<file path="src/sv/assert_macros.svh">
// assertion macros shared by the decoder rtl
`ifndef ASSERT_MACROS_SVH
`define ASSERT_MACROS_SVH

// condition holds at every clock edge out of reset
`define ASSERT_ALWAYS(label, clk, rst_n, cond) \
	label: assert property (@(posedge clk) disable iff (!rst_n) (cond)) \
		else $error("assertion failed");

// consequence holds in the same cycle as the trigger
`define ASSERT_IMPLIES(label, clk, rst_n, trig, cons) \
	label: assert property (@(posedge clk) disable iff (!rst_n) (trig) |-> (cons)) \
		else $error("assertion failed");

// consequence holds in the cycle after the trigger
`define ASSERT_NEXT(label, clk, rst_n, trig, cons) \
	label: assert property (@(posedge clk) disable iff (!rst_n) (trig) |=> (cons)) \
		else $error("assertion failed");

`endif

</file>
<file path="src/sv/b64n_pkg.sv">
// types, status codes and alphabet lookup for the base64url nonce decoder
package b64n_pkg;

	// verdict reported with the last character
	typedef enum logic [2:0] {
		ST_OK        = 3'd0,
		ST_BAD_CHAR  = 3'd1,
		ST_TOO_MANY  = 3'd2,
		ST_TOO_LONG  = 3'd3,
		ST_TRAILING  = 3'd4,
		ST_WRONG_LEN = 3'd5,
		ST_ALL_ZERO  = 3'd6
	} status_t;

	// one decoded character: in-alphabet flag and its 6-bit value
	typedef struct packed {
		logic       ok;
		logic [5:0] val;
	} sextet_t;

	// one result item
	typedef struct packed {
		logic [7:0] byte_value;
		logic       byte_valid;
		logic       end_of_string;
		status_t    status;
	} result_t;

	// alphabet code points
	localparam logic [15:0] CH_UPPER_A = 16'h0041;
	localparam logic [15:0] CH_UPPER_Z = 16'h005A;
	localparam logic [15:0] CH_LOWER_A = 16'h0061;
	localparam logic [15:0] CH_LOWER_Z = 16'h007A;
	localparam logic [15:0] CH_DIGIT_0 = 16'h0030;
	localparam logic [15:0] CH_DIGIT_9 = 16'h0039;
	localparam logic [15:0] CH_DASH    = 16'h002D;
	localparam logic [15:0] CH_USCORE  = 16'h005F;

	// base values of each alphabet range
	localparam logic [15:0] BASE_LOWER = 16'd26;
	localparam logic [15:0] BASE_DIGIT = 16'd52;
	localparam logic [5:0]  VAL_DASH   = 6'd62;
	localparam logic [5:0]  VAL_USCORE = 6'd63;

	// map a code unit onto the base64url alphabet
	function automatic sextet_t sextet_of(input logic [15:0] c);
		sextet_t s;
		s.ok  = 1'b1;
		s.val = '0;
		if (c >= CH_UPPER_A && c <= CH_UPPER_Z) begin
			s.val = 6'(c - CH_UPPER_A);
		end else if (c >= CH_LOWER_A && c <= CH_LOWER_Z) begin
			s.val = 6'(c - CH_LOWER_A + BASE_LOWER);
		end else if (c >= CH_DIGIT_0 && c <= CH_DIGIT_9) begin
			s.val = 6'(c - CH_DIGIT_0 + BASE_DIGIT);
		end else if (c == CH_DASH) begin
			s.val = VAL_DASH;
		end else if (c == CH_USCORE) begin
			s.val = VAL_USCORE;
		end else begin
			s.ok = 1'b0;
		end
		return s;
	endfunction

endpackage

</file>
<file path="src/sv/b64n_core.sv">
// per-character decode state and next-state logic of the nonce decoder
`include "assert_macros.svh"

module b64n_core #(
	parameter int NONCE_BYTES = 16,
	parameter int MAX_CHARS   = 64
) (
	input  logic              clk,
	input  logic              arst_n,
	input  logic              adv,
	input  logic [15:0]       char_code,
	input  logic              last_char,
	output b64n_pkg::result_t res
);
	import b64n_pkg::*;

	localparam int BW = $clog2(NONCE_BYTES + 2);
	localparam int CW = $clog2(MAX_CHARS + 2);
	localparam logic [BW-1:0] BYTES_FULL = BW'(NONCE_BYTES);
	localparam logic [BW-1:0] BYTES_OVER = BW'(NONCE_BYTES + 1);
	localparam logic [CW-1:0] CHARS_MAX  = CW'(MAX_CHARS);

	logic [5:0]    pend_bits_q;
	logic [2:0]    pend_cnt_q;
	logic [BW-1:0] bytes_q;
	logic [CW-1:0] chars_q;
	logic          nonzero_q;
	status_t       err_q;

	logic [5:0]    bits_d;
	logic [2:0]    cnt_d;
	logic [BW-1:0] bytes_d;
	logic [CW-1:0] chars_d;
	logic          nz_d;
	status_t       err_d;

	sextet_t       sx;
	logic [11:0]   acc;
	logic [11:0]   acc_sh;
	logic [3:0]    cnt_sum;
	logic [2:0]    cnt_new;
	logic [7:0]    dec_byte;

	// decode one character against the running state
	always_comb begin
		sx       = sextet_of(char_code);
		acc      = {pend_bits_q, sx.val};
		cnt_sum  = {1'b0, pend_cnt_q} + 4'd6;
		// low bits are the leftover count whether or not a byte leaves
		cnt_new  = cnt_sum[2:0];
		acc_sh   = acc >> cnt_new;
		dec_byte = acc_sh[7:0];

		chars_d = chars_q + CW'(chars_q <= CHARS_MAX);
		err_d   = err_q;
		bits_d  = pend_bits_q;
		cnt_d   = pend_cnt_q;
		bytes_d = bytes_q;
		nz_d    = nonzero_q;
		res     = '0;

		// length limit is checked ahead of the alphabet
		if (err_q == ST_OK && chars_d > CHARS_MAX) begin
			err_d = ST_TOO_LONG;
		end

		if (err_d == ST_OK) begin
			if (!sx.ok) begin
				err_d = ST_BAD_CHAR;
			end else begin
				if (cnt_sum[3]) begin
					if (bytes_q >= BYTES_FULL) begin
						err_d   = ST_TOO_MANY;
						bytes_d = BYTES_OVER;
					end else begin
						bytes_d        = bytes_q + BW'(1);
						res.byte_value = dec_byte;
						res.byte_valid = 1'b1;
						if (dec_byte != 8'd0) begin
							nz_d = 1'b1;
						end
					end
				end
				cnt_d  = cnt_new;
				bits_d = acc[5:0] & ~(6'h3f << cnt_new);
			end
		end

		// verdict on the last character
		res.end_of_string = last_char;
		if (last_char) begin
			if (err_d != ST_OK) begin
				res.status = err_d;
			end else if (cnt_d != 3'd0 && bits_d != 6'd0) begin
				res.status = ST_TRAILING;
			end else if (bytes_d != BYTES_FULL) begin
				res.status = ST_WRONG_LEN;
			end else if (!nz_d) begin
				res.status = ST_ALL_ZERO;
			end else begin
				res.status = ST_OK;
			end
		end
	end

	// state update, cleared after each string
	always_ff @(posedge clk or negedge arst_n) begin
		if (!arst_n) begin
			pend_bits_q <= '0;
			pend_cnt_q  <= '0;
			bytes_q     <= '0;
			chars_q     <= '0;
			nonzero_q   <= 1'b0;
			err_q       <= ST_OK;
		end else if (adv) begin
			if (last_char) begin
				pend_bits_q <= '0;
				pend_cnt_q  <= '0;
				bytes_q     <= '0;
				chars_q     <= '0;
				nonzero_q   <= 1'b0;
				err_q       <= ST_OK;
			end else begin
				pend_bits_q <= bits_d;
				pend_cnt_q  <= cnt_d;
				bytes_q     <= bytes_d;
				chars_q     <= chars_d;
				nonzero_q   <= nz_d;
				err_q       <= err_d;
			end
		end
	end

	// leftover count is always 0, 2, 4 or 6
	`ASSERT_ALWAYS(a_pend_even, clk, arst_n, !pend_cnt_q[0] && pend_cnt_q <= 3'd6)
	// byte count never passes its saturation point
	`ASSERT_ALWAYS(a_bytes_bound, clk, arst_n, bytes_q <= BYTES_OVER)
	// once an error is latched no byte leaves
	`ASSERT_IMPLIES(a_no_byte_after_err, clk, arst_n, adv && err_q != ST_OK, !res.byte_valid)
	// last character leaves a clean state behind
	`ASSERT_NEXT(a_clear_after_last, clk, arst_n, adv && last_char,
		err_q == ST_OK && bytes_q == '0 && chars_q == '0 && pend_cnt_q == '0)

endmodule

</file>
<file path="src/sv/base64url_nonce_decoder.sv">
// top level of the unpadded base64url nonce decoder
// Usage:
//   Input channel (in_valid / in_stall) takes one UTF-16 code unit per item
//   in char_code, with last_char set on the final character of a string.
//   Output channel (out_valid / out_stall) gives one result item per input
//   item: byte_value with byte_valid when a byte was decoded, and on the
//   last character end_of_string with the verdict in status.
//   Data path: an accepted item enters the input register, is decoded and
//   lands in the result register once that register is free, and its
//   result is presented from there.
//   Throughput: one item per cycle unless out_stall holds; decode state
//   (leftover bits, byte and character counts, error code) updates per item.
//   Stall: while a result waits under out_stall one more item is taken into
//   the input register; in_stall rises only when both registers are full.
//   Reset: arst_n clears both valid flags and all decode state; after the
//   last character of a string the state also returns to its reset value.
module base64url_nonce_decoder #(
	parameter int NONCE_BYTES = 16,
	parameter int MAX_CHARS   = 64
) (
	input  logic        clk,
	input  logic        arst_n,
	input  logic        in_valid,
	output logic        in_stall,
	input  logic [15:0] char_code,
	input  logic        last_char,
	output logic        out_valid,
	input  logic        out_stall,
	output logic [7:0]  byte_value,
	output logic        byte_valid,
	output logic        end_of_string,
	output logic [2:0]  status
);
	import b64n_pkg::*;

	logic        valid_s1;
	logic [15:0] char_s1;
	logic        last_s1;
	logic        valid_s2;
	result_t     res_s2;
	result_t     res;
	logic        out_free;
	logic        adv;

	// pipeline flow
	assign out_free = !valid_s2 || !out_stall;
	assign adv      = valid_s1 && out_free;
	assign in_stall = valid_s1 && !out_free;

	// input register
	always_ff @(posedge clk or negedge arst_n) begin
		if (!arst_n) begin
			valid_s1 <= 1'b0;
		end else if (!in_stall) begin
			valid_s1 <= in_valid;
		end
	end

	always_ff @(posedge clk) begin
		if (in_valid && !in_stall) begin
			char_s1 <= char_code;
			last_s1 <= last_char;
		end
	end

	// decode state and next-state logic
	b64n_core #(
		.NONCE_BYTES(NONCE_BYTES),
		.MAX_CHARS  (MAX_CHARS)
	) u_core (
		.clk      (clk),
		.arst_n   (arst_n),
		.adv      (adv),
		.char_code(char_s1),
		.last_char(last_s1),
		.res      (res)
	);

	// result register
	always_ff @(posedge clk or negedge arst_n) begin
		if (!arst_n) begin
			valid_s2 <= 1'b0;
		end else if (out_free) begin
			valid_s2 <= valid_s1;
		end
	end

	always_ff @(posedge clk) begin
		if (adv) begin
			res_s2 <= res;
		end
	end

	// result ports
	assign out_valid     = valid_s2;
	assign byte_value    = res_s2.byte_value;
	assign byte_valid    = res_s2.byte_valid;
	assign end_of_string = res_s2.end_of_string;
	assign status        = res_s2.status;

endmodule

</file>
<file path="config.mk">
export PLATFORM = sky130hd
export DESIGN_NAME = base64url_nonce_decoder
export DESIGN_NICKNAME = d
export VERILOG_FILES = /design/src/sv/b64n_pkg.sv /design/src/sv/b64n_core.sv /design/src/sv/base64url_nonce_decoder.sv
export VERILOG_INCLUDE_DIRS = /design/src /design/src/sv
export SDC_FILE = /design/constraint.sdc
export NUM_CORES = 1
export LEC_CHECK = 0
export ABC_AREA = 1
export BUFFER_PORTS_ARGS = -buffer_cell sky130_fd_sc_hd__clkbuf_2
export CORE_MARGIN = 2
export CORE_UTILIZATION = 58
export CTS_CLUSTER_DIAMETER = 40
export DETAILED_ROUTE_END_ITERATION = 10
export MAX_ROUTING_LAYER = met4
export PLACE_DENSITY = 0.78
export SKIP_LAST_GASP = 1
export SYNTH_ARGS = -nofsm -noshare
export SYNTH_HDL_FRONTEND = slang
export SYNTH_HIERARCHICAL = 1
export SYNTH_SLANG_ARGS = --single-unit
export TNS_END_PERCENT = 50
</file>
<file path="constraint.sdc">
create_clock -name clk -period 3.22 [get_ports clk]
set_input_delay 0.322 -clock clk [delete_from_list [all_inputs] [get_ports clk]]
set_output_delay 0.322 -clock clk [all_outputs]
set_load 0.02 [all_outputs]
</file>
Word-level counts from Yosys, hierarchy flattened. Cells that the tools add are included.

Register bits after elaboration: 57. Bits in latches: 0. Memory bits (writable): 0. Bits in read-only memories: 0. Bits of input ports: 21. Output and inout bits: 15. Word-level logic and storage cells: 101. Memories: 0.

Add/subtract/negate cells: 8. $mul: 0. Div/mod/pow operators: 0. $lt $le $gt $ge: 9. Equality and inequality tests: 3. Shifts and indexed selects: 2. Mux-type cells: 39. Bitwise logic cells: 5. Reduce and logical (&&, ||, !) cells: 21.

Operator list (number): 2-to-1 mux 6 bit (8); 2-to-1 mux 3 bit (13); >= comparator 16 x 7 -> 1 bit (second input constant) (2); less-or-equal comparator 16 x 7 -> 1 bit (second input constant) (2); 2-to-1 mux 5 bit (5); equality test 16 x 6 -> 1 bit (second input constant) (1); equality test 16 x 7 -> 1 bit (second input constant) (1); >= comparator 16 x 6 -> 1 bit (second input constant) (1); less-or-equal comparator 16 x 6 -> 1 bit (second input constant) (1); 2-to-1 mux 1 bit (12); right shift 12 x 3 -> 8 bit (1); subtractor 6 bit (second input constant) (2); logical AND 1 bit (8); nonzero test 8 bit (1); adder 7 x 1 -> 7 bit (1); > comparator 7 bit (second input constant) (1); less-or-equal comparator 7 bit (second input constant) (1); 2-to-1 mux 7 bit (1); adder 6 x 5 -> 6 bit (second input constant) (1); adder 6 bit (second input constant) (1); bitwise AND 6 bit (1); zero test 3 bit (2); inverter 6 bit (1); nonzero test 3 bit (2); other kinds (12) (17).

Logic depth before layout (Yosys ltp). Gate-level depths: netlist of run 1.

Depth after elaboration: 17. Depth in mapped cells: 24. Mapped depth without buffers: 24.

Modules after synthesis. The synthesis of run 1 kept the hierarchy.

By module, submodules not included: b64n_core (instances 1, cells each 445, area an instance 2771.4 um^2, sequential area each 600.6 um^2); base64url_nonce_decoder (instances 1, cells each 42, area an instance 996.0 um^2, sequential area each 950.9 um^2).

Worst setup path before layout of run 1. Ideal clock, no wire load.

Kind: register -> register. From: reg u_core.chars_q[3]. To: reg res_s2, in the netlist status[2], data pin. Library setup time: 0.270 ns. Data arrival time: 2.574 ns. Required time: 2.950 ns. Setup slack: 0.376 ns. Cell stages (with the launch flop): 24. Buffers on the path: 0. Period minus slack after synthesis: 2.844 ns. Path through: dfrtp_1 > inv_1 > nand4_1 > o31ai_1 > ha_1 > ha_1 > inv_1 > nand2_1 > nor2_1 > nand2_1 > nor2_1 > nand2_2 > nand2_4 > nand2_4 > nor2_8 > nand2_4 > nand2_1 > nand2_1 > a21oi_1 > nand3_1 > a21oi_1 > nand2_1 > nand2_1 > a21oi_1.

Word-level cells in the longest chain between the ends: 11. Elaborated cells between the ends (all ways): 23. Those cells by class: add/sub: 1; order compare: 2; eq/ne: 1; mux: 13; reduce/logical: 6.

Ends and longest elaborated chain: start, declared (line b64n_core.sv:26) `logic [CW-1:0] chars_q;`; start signal, assigned (line b64n_core.sv:127) `chars_q <= chars_d;`; less-or-equal comparator 7 bit (line b64n_core.sv:54) `chars_d = chars_q + CW'(chars_q <= CHARS_MAX);`; adder 7 x 1 -> 7 bit * (line b64n_core.sv:54); > comparator 7 bit * (line b64n_core.sv:63) `if (err_q == ST_OK && chars_d > CHARS_MAX) begin`; logical AND 1 bit * (line b64n_core.sv:63); 2-to-1 mux 3 bit * (line b64n_core.sv:63); zero test 3 bit / 2-to-1 mux 3 bit (equally long branches) (line b64n_core.sv:67, b64n_core.sv:72); 2-to-1 mux 5 bit (tied with other cells) (line b64n_core.sv:67) `if (err_d == ST_OK) begin`; inequality test 5 bit (tied with other cells) (line b64n_core.sv:96) `end else if (bytes_d != BYTES_FULL) begin`; 2-to-1 mux 3 bit (tied with other cells) (line b64n_core.sv:96); 2-to-1 mux 3 bit / nonzero test 3 bit (equally long branches) (line b64n_core.sv:94, b64n_core.sv:92); 2-to-1 mux 3 bit * (line b64n_core.sv:92) `if (err_d != ST_OK) begin`; end signal, assigned (line base64url_nonce_decoder.sv:90) `res_s2 <= res;`; end, declared (line base64url_nonce_decoder.sv:40) `result_t res_s2;`.

Mark *: on every way between the ends. The rest lies on a longest branch, timed or not. A chain may end at the register's enable or synchronous reset.

Final worst setup path of run 1.
From: reg u_core.chars_q[5]. To: reg res_s2, in the netlist status[1], data pin.

Same word-level chain as after synthesis.

==> results.json, run 1 <==
{
  "yosys-top-cells-count": "nand2_1 (128), nand3_1 (65), inv_1 (50), nor2_1 (39), edfxtp_1 (30)",
  "grtUsageTotal": 0.2548,
  "ioPinCount": 36,
  "worst_pin_slew_ns": 0.6713,
  "yosysTopAreaCell": "edfxtp_1",
  "yosysSeqAreaShare": 0.4118,
  "syn_avg_cell_area_um2": 7.736,
  "period_share": 0.9921,
  "dr.first_iter.drc_count": 298,
  "grt_pass1_wl_um": 14390,
  "power.leakage_uw": 0.002033,
  "multi_input_area_mm2": 0.002074,
  "synth_nets": 523,
  "htree_levels": 2,
  "yosys_warnings": 6,
  "synth.area.mux_share": 0,
  "synthArstFlopShare": 0.4643,
  "cts-root-buf": "clkbuf_8",
  "synthTopCellsByArea": "edfxtp_1 (24%), dfrtp_1 (17%), nand2_1 (13%)",
  "max_slew_margin": 0.5525,
  "final_layout_size_suffix_gt1_frac": 0.2440,
  "max_freq_mhz": 313.0,
  "synth_top_family_by_area": "simple AND/OR/NAND/NOR gates",
  "tritoncts.num_buffers": 5,
  "first_global_vias": 3189,
  "finish.instance_area_mm2": 0.004378,
  "hold_class": "primary input to async pin",
  "dr.pass1.iters": 5,
  "core_mm2": 0.006314,
  "synth_ff_type": "edfxtp_1",
  "ir_drop_v": 0.0002951,
  "clk_latency_ns": 0.32,
  "skew_ns": 0.008015,
  "antenna_found_initial": 0,
  "synth_top_cell_area_share": 0.2391,
  "dr_wl_met3_um": 523,
  "timing.rr.start": "u_core/chars_q[5]",
  "finalPower_uw": 1493,
  "crit_required_ns": 3.29,
  "dp_slack_ns": 0.03157,
  "synth_compound_area_frac": 0.07639,
  "ys_seq_elements": 56,
  "top_layer_used": "met4",
  "finalHoldViolations": 0,
  "post_synth_instance_area_mm2": 0.003767,
  "power_density_mw_per_mm2": 341.0,
  "route.detailed.drc": 0,
  "dieArea_mm2": 0.007156,
  "layout_setup_ws_ns": 0.02535,
  "holdWs_ns": 0.01972,
  "start_kind": "register",
  "hold_buffers": 0,
  "viasPerCell": 5.663,
  "synthXorXnorAreaFrac": 0.03022,
  "place_hpwl_um": 6520,
  "postRouteAntennaNets": 0,
  "syn-instance-count": 487,
  "dpl_cell_area_mm2": 0.004061,
  "rrSetupSlack_ns": 0.03,
  "dieWidth_um": 84.60,
  "yosysMostFrequentCell": "nand2_1",
  "tns_ns": 0,
  "nets": 576,
  "cts.sinks": 56,
  "clockBufferDepth": 2,
  "cts_tree": "done",
  "synth_simple_gate_area_frac": 0.3580,
  "grt_max_degree": 27,
  "finalMaxSlewViolations": 0,
  "die_y_um": 84.60,
  "drv_cap": 0,
  "post-route-min-period_ns": 3.195,
  "synth_fa_ha_area_frac": 0.04982,
  "clkTransAtPathRegs_ns": 0.11,
  "crit_arrival_ns": 3.26,
  "synth_cell_type_count": 34,
  "insertedDiodeCount": 0,
  "drt-met1-wl_um": 4132,
  "route.vias.total": 3500,
  "critPathMaxFanout": 5,
  "seq_area_mm2": 0.001551,
  "synth-edff-count": 30,
  "drt-total-wl_um": 9177,
  "endpoint_kind": "register",
  "num_rows": 29,
  "grt_setup_unrepaired": "yes",
  "overflow": 0,
  "dr_wl_met2_um": 4354,
  "fillers": 505,
  "io_buffers": 35,
  "place_congestion": 0.9624,
  "start_util": 0.5967,
  "routedWlPerCell_um": 14.85,
  "status": "finished, final reports clean",
  "finalSetupViolations": 0,
  "r2r_end": "status[1]",
  "areaGrowthSynthToFinish_pct": 16.21,
  "crit_type": "register to register",
  "reg2regPathDepth": 23
}
worst max-delay path by stage:
stage	from	to	slack, ns
6_report	u_core/chars_q[5]	status[1]	0.03
5_1_grt	u_core/chars_q[1]	status[2]	-0.25
3_3_place_gp	u_core/chars_q[3]	status[1]	0.16
3_5_place_dp	u_core/chars_q[3]	status[1]	0.03
4_1_cts	u_core/chars_q[3]	status[1]	0.02
2_1_floorplan	u_core/chars_q[3]	status[2]	0.38
state kept, by name, indices dropped and copies added (netlist names):
register / cells
byte_valid: 1
byte_value: 8
char_s1: 16
end_of_string: 1
last_s1: 1
out_valid: 1
status: 3
u_core/bytes_q: 5
u_core/chars_q: 7
u_core/err_q: 3
u_core/nonzero_q: 1
u_core/pend_bits_q: 6
u_core/pend_cnt_q: 2
valid_s1: 1
cells in the final DEF (no fill, tap or decap), drive strengths merged:
cell	instances
o22ai	9
nor2	47
o31ai	1
clkbuf	40
edfxtp	30
inv	57
nand3	71
a21oi	17
nand4	17
ha	15
dfrtp	26
o211ai	1
clkinv	5
xor2	11
nand3b	1
or2	2
o21ai	24
buf	22
nand2	137
xnor2	2
nor3	6
logic make-up after synthesis:
family,after synthesis
XOR/XNOR,13
AND/OR/NAND/NOR,280
buffers and inverters,71
adder cells (fa/ha/maj),15
AO/OA/AOI/OAI,52
flip-flops,56
area by class of cell:
cell class / count / share of cell area
inverters: 59 / 0.05116
clock buffers: 5 / 0.01572
well taps: 77 / 0.02201
flip-flops and latches: 56 / 0.3544
clock inverters: 3 / 0.005144
multi-input cells: 361 / 0.4738
repair buffers: 57 / 0.07774
metrics by stage:
| step | util | std cells |
|---|---|---|
| floorplan | - | 487 |
| global placement | 0.6433 | 596 |
| detailed placement | 0.6433 | 596 |
| CTS | 0.6577 | 604 |
| global route | 0.6934 | 618 |
| finish | 0.6934 | 618 |
power breakdown:
group          internal, uW  switching [uW]  leakage (uW)  total (uW)
Combinational          91.5             173       0.00134         265
Sequential              797            32.7      0.000646         830
Clock                   157             242     0.0000485         398
routing by layer:
| layer | vias to the layer above | global-route usage |
|---|---|---|
| met5 | - | - |
| met4 | 0 | 0.06782 |
| met3 | 14 | 0.02753 |
| met2 | 156 | 0.4073 |
| met1 | 1609 | 0.3488 |
| li1 | 1721 | - |
worst max-delay path, cell delays in order (launching register included):
cell      delay, ns
dfrtp_1        0.41
inv_2          0.08
nand4_1        0.13
o31ai_2        0.25
ha_2           0.25
ha_4           0.20
inv_1          0.07
nand2_1        0.05
nor2_1         0.11
nand2_1        0.06
nor2_1         0.13
nand2_2        0.08
nand2_4        0.10
nand2_8        0.08
buf_4          0.15
nor2_4         0.11
nand4_1        0.10
nand2_2        0.10
nor2_2         0.05
nand3_2        0.10
nand3b_1       0.12
nor2_1         0.05
nor2_1         0.13
nor2_1         0.05
timing repair:
action	4_1_cts	5_1_grt
buffers inserted	0	13
gates resized for setup	0	34
endpoints found under the setup margin	0	4
Power figures use the tool's default switching activity.
==> run 2: changes to the inputs <==
CORE_MARGIN = not set   (was 2)
clock period = 3.9 ns   (was 3.22 ns; I/O delays follow)
==> results.json, run 2 (synthesis gave the netlist of run 1 again) <==
{
  "core_mm2": 0.006096,
  "post-route-min-period_ns": 3.216,
  "finalPower_uw": 1185,
  "cts_tree": "done",
  "num_rows": 28,
  "routedWlPerCell_um": 14.43,
  "worst_pin_slew_ns": 0.6604,
  "grt_max_degree": 29,
  "route.vias.total": 3393,
  "max_freq_mhz": 310.9,
  "antenna_found_initial": 0,
  "die_y_um": 82.60,
  "nets": 554,
  "max_slew_margin": 0.5597,
  "status": "finished, final reports clean",
  "power.leakage_uw": 0.001917,
  "drv_cap": 0,
  "areaGrowthSynthToFinish_pct": 8.436,
  "timing.rr.start": "char_s1[2]",
  "reg2regPathDepth": 22,
  "io_buffers": 35,
  "largest_register_ffs": 16,
  "period_share": 0.8247,
  "startpoint": "char_s1[2]",
  "postCtsSetupBuffers": 0,
  "r2r_end": "status[2]",
  "ctsResizeCount": 0,
  "drt-total-wl_um": 8571,
  "clk_latency_ns": 0.32,
  "endpoint_kind": "register",
  "crit_end": "status[2]",
  "grtUsageTotal": 0.2859,
  "place_congestion": 0.9636,
  "layout_commonest_cell": "nand2_1",
  "ir_drop_v": 0.0002491,
  "first_global_vias": 3105,
  "dr.pass1.iters": 5,
  "finalSetupViolations": 0,
  "largest_register": "char_s1",
  "finalHoldViolations": 0,
  "power_density_mw_per_mm2": 290.0,
  "skew_ns": 0.01896,
  "cts-root-buf": "clkbuf_8",
  "insertedDiodeCount": 0,
  "place_hpwl_um": 6430,
  "start_util": 0.6180,
  "rrSetupSlack_ns": 0.68,
  "grt_setup_unrepaired": "no",
  "dieArea_mm2": 0.006822,
  "dr.first_iter.drc_count": 301,
  "finalMaxSlewViolations": 0,
  "crit_required_ns": 4.05,
  "postRouteAntennaNets": 0,
  "crit_arrival_ns": 3.36,
  "worst_path_most_repeated_cell": "nand2_1",
  "route.detailed.drc": 0,
  "crit_path_max_incr_delay_ns": 0.56,
  "clockBufferDepth": 2,
  "ioPinCount": 36,
  "cts.sinks": 56,
  "dieWidth_um": 82.60,
  "tns_ns": 0,
  "htree_levels": 2,
  "crit_chain": "inv_2 -> ha_1 -> inv_1 -> o21ai_1 -> nand2_1 -> nand3_1 -> nand3_2 -> nand2_1 -> nand2_1 -> nand2_1 -> nand2_1 -> nand2_1 -> nand2_1 -> nand2_1 -> nand3_1 -> nor2_1 -> nand2_1 -> nand2_1 -> nand2_1 -> nand2_1 -> nand2_1 -> a21oi_1",
  "crit_type": "register to register",
  "start_kind": "register",
  "overflow": 0,
  "grt_pass1_wl_um": 14150,
  "crit_slowest_cell": "edfxtp_1",
  "mostFrequentLayoutCells": "nand2_1 (128), nand3_1 (65), inv_1 (50)",
  "final_layout_size_suffix_gt1_frac": 0.1522,
  "viasPerCell": 5.712,
  "tritoncts.num_buffers": 5,
  "hold_class": "primary input to async pin",
  "clkTransAtPathRegs_ns": 0.11,
  "critPathMaxFanout": 8,
  "hold_buffers": 0
}
-- run 2: how the worst min path moves through the flow --
stage	start	end	slack [ns]	cells past startpoint
after global routing	arst_n	u_core/pend_bits_q[2]	0.12	1
after global placement	arst_n	u_core/nonzero_q	0.45	1
after detailed placement	arst_n	u_core/pend_bits_q[2]	0.45	1
final	arst_n	u_core/pend_bits_q[2]	0.07	1
after CTS	arst_n	u_core/pend_bits_q[2]	0.09	1
after floorplan	arst_n	out_valid	0.09	0
-- run 2: cell type report --
class,count,area (um^2)
fill,519,2011
multi-input combinational,360,1949
sequential,56,1551
inverter,59,221.5
timing repair buffer,36,182.7
tap,75,93.84
clock buffer,5,68.82
clock inverter,3,17.52
-- run 2: through the flow --
step                      hold slack [ns]  setup slack [ns]  utilization  std cells  cell area [um^2]
after floorplan                   0.09441             1.056            -        487              3767
after CTS                         0.09352            0.7199       0.6702        594              4085
after global routing               0.1192            0.2799       0.6702        594              4085
after global placement             0.4522            0.7545       0.6560        586              3999
after detailed placement           0.4454            0.7157       0.6560        586              3999
final                             0.07491            0.6836       0.6702        594              4085
-- run 2: critical path: cells and delay by family, from the launching register on --
family	cells	cell delay, ns
simple gates	17	1.70
flops	1	0.56
compound gates	2	0.32
fa+ha+maj	1	0.23
buf+inv	2	0.22
-- run 2: metal layers --
| layer | part of all wire | GRT usage | vias up |
|---|---|---|---|
| met5 | 0 | - | - |
| met4 | 0.014 | 0.09655 | 0 |
| met3 | 0.071 | 0.05385 | 14 |
| met2 | 0.46 | 0.4380 | 149 |
| met1 | 0.46 | 0.3820 | 1550 |
| li1 | - | - | 1680 |
-- run 2: power breakdown --
| group | switching, uW | internal [uW] | total (uW) |
|---|---|---|---|
| sequential | 27.5 | 658 | 686 |
| clock | 194 | 126 | 320 |
| combinational | 125 | 53.7 | 179 |
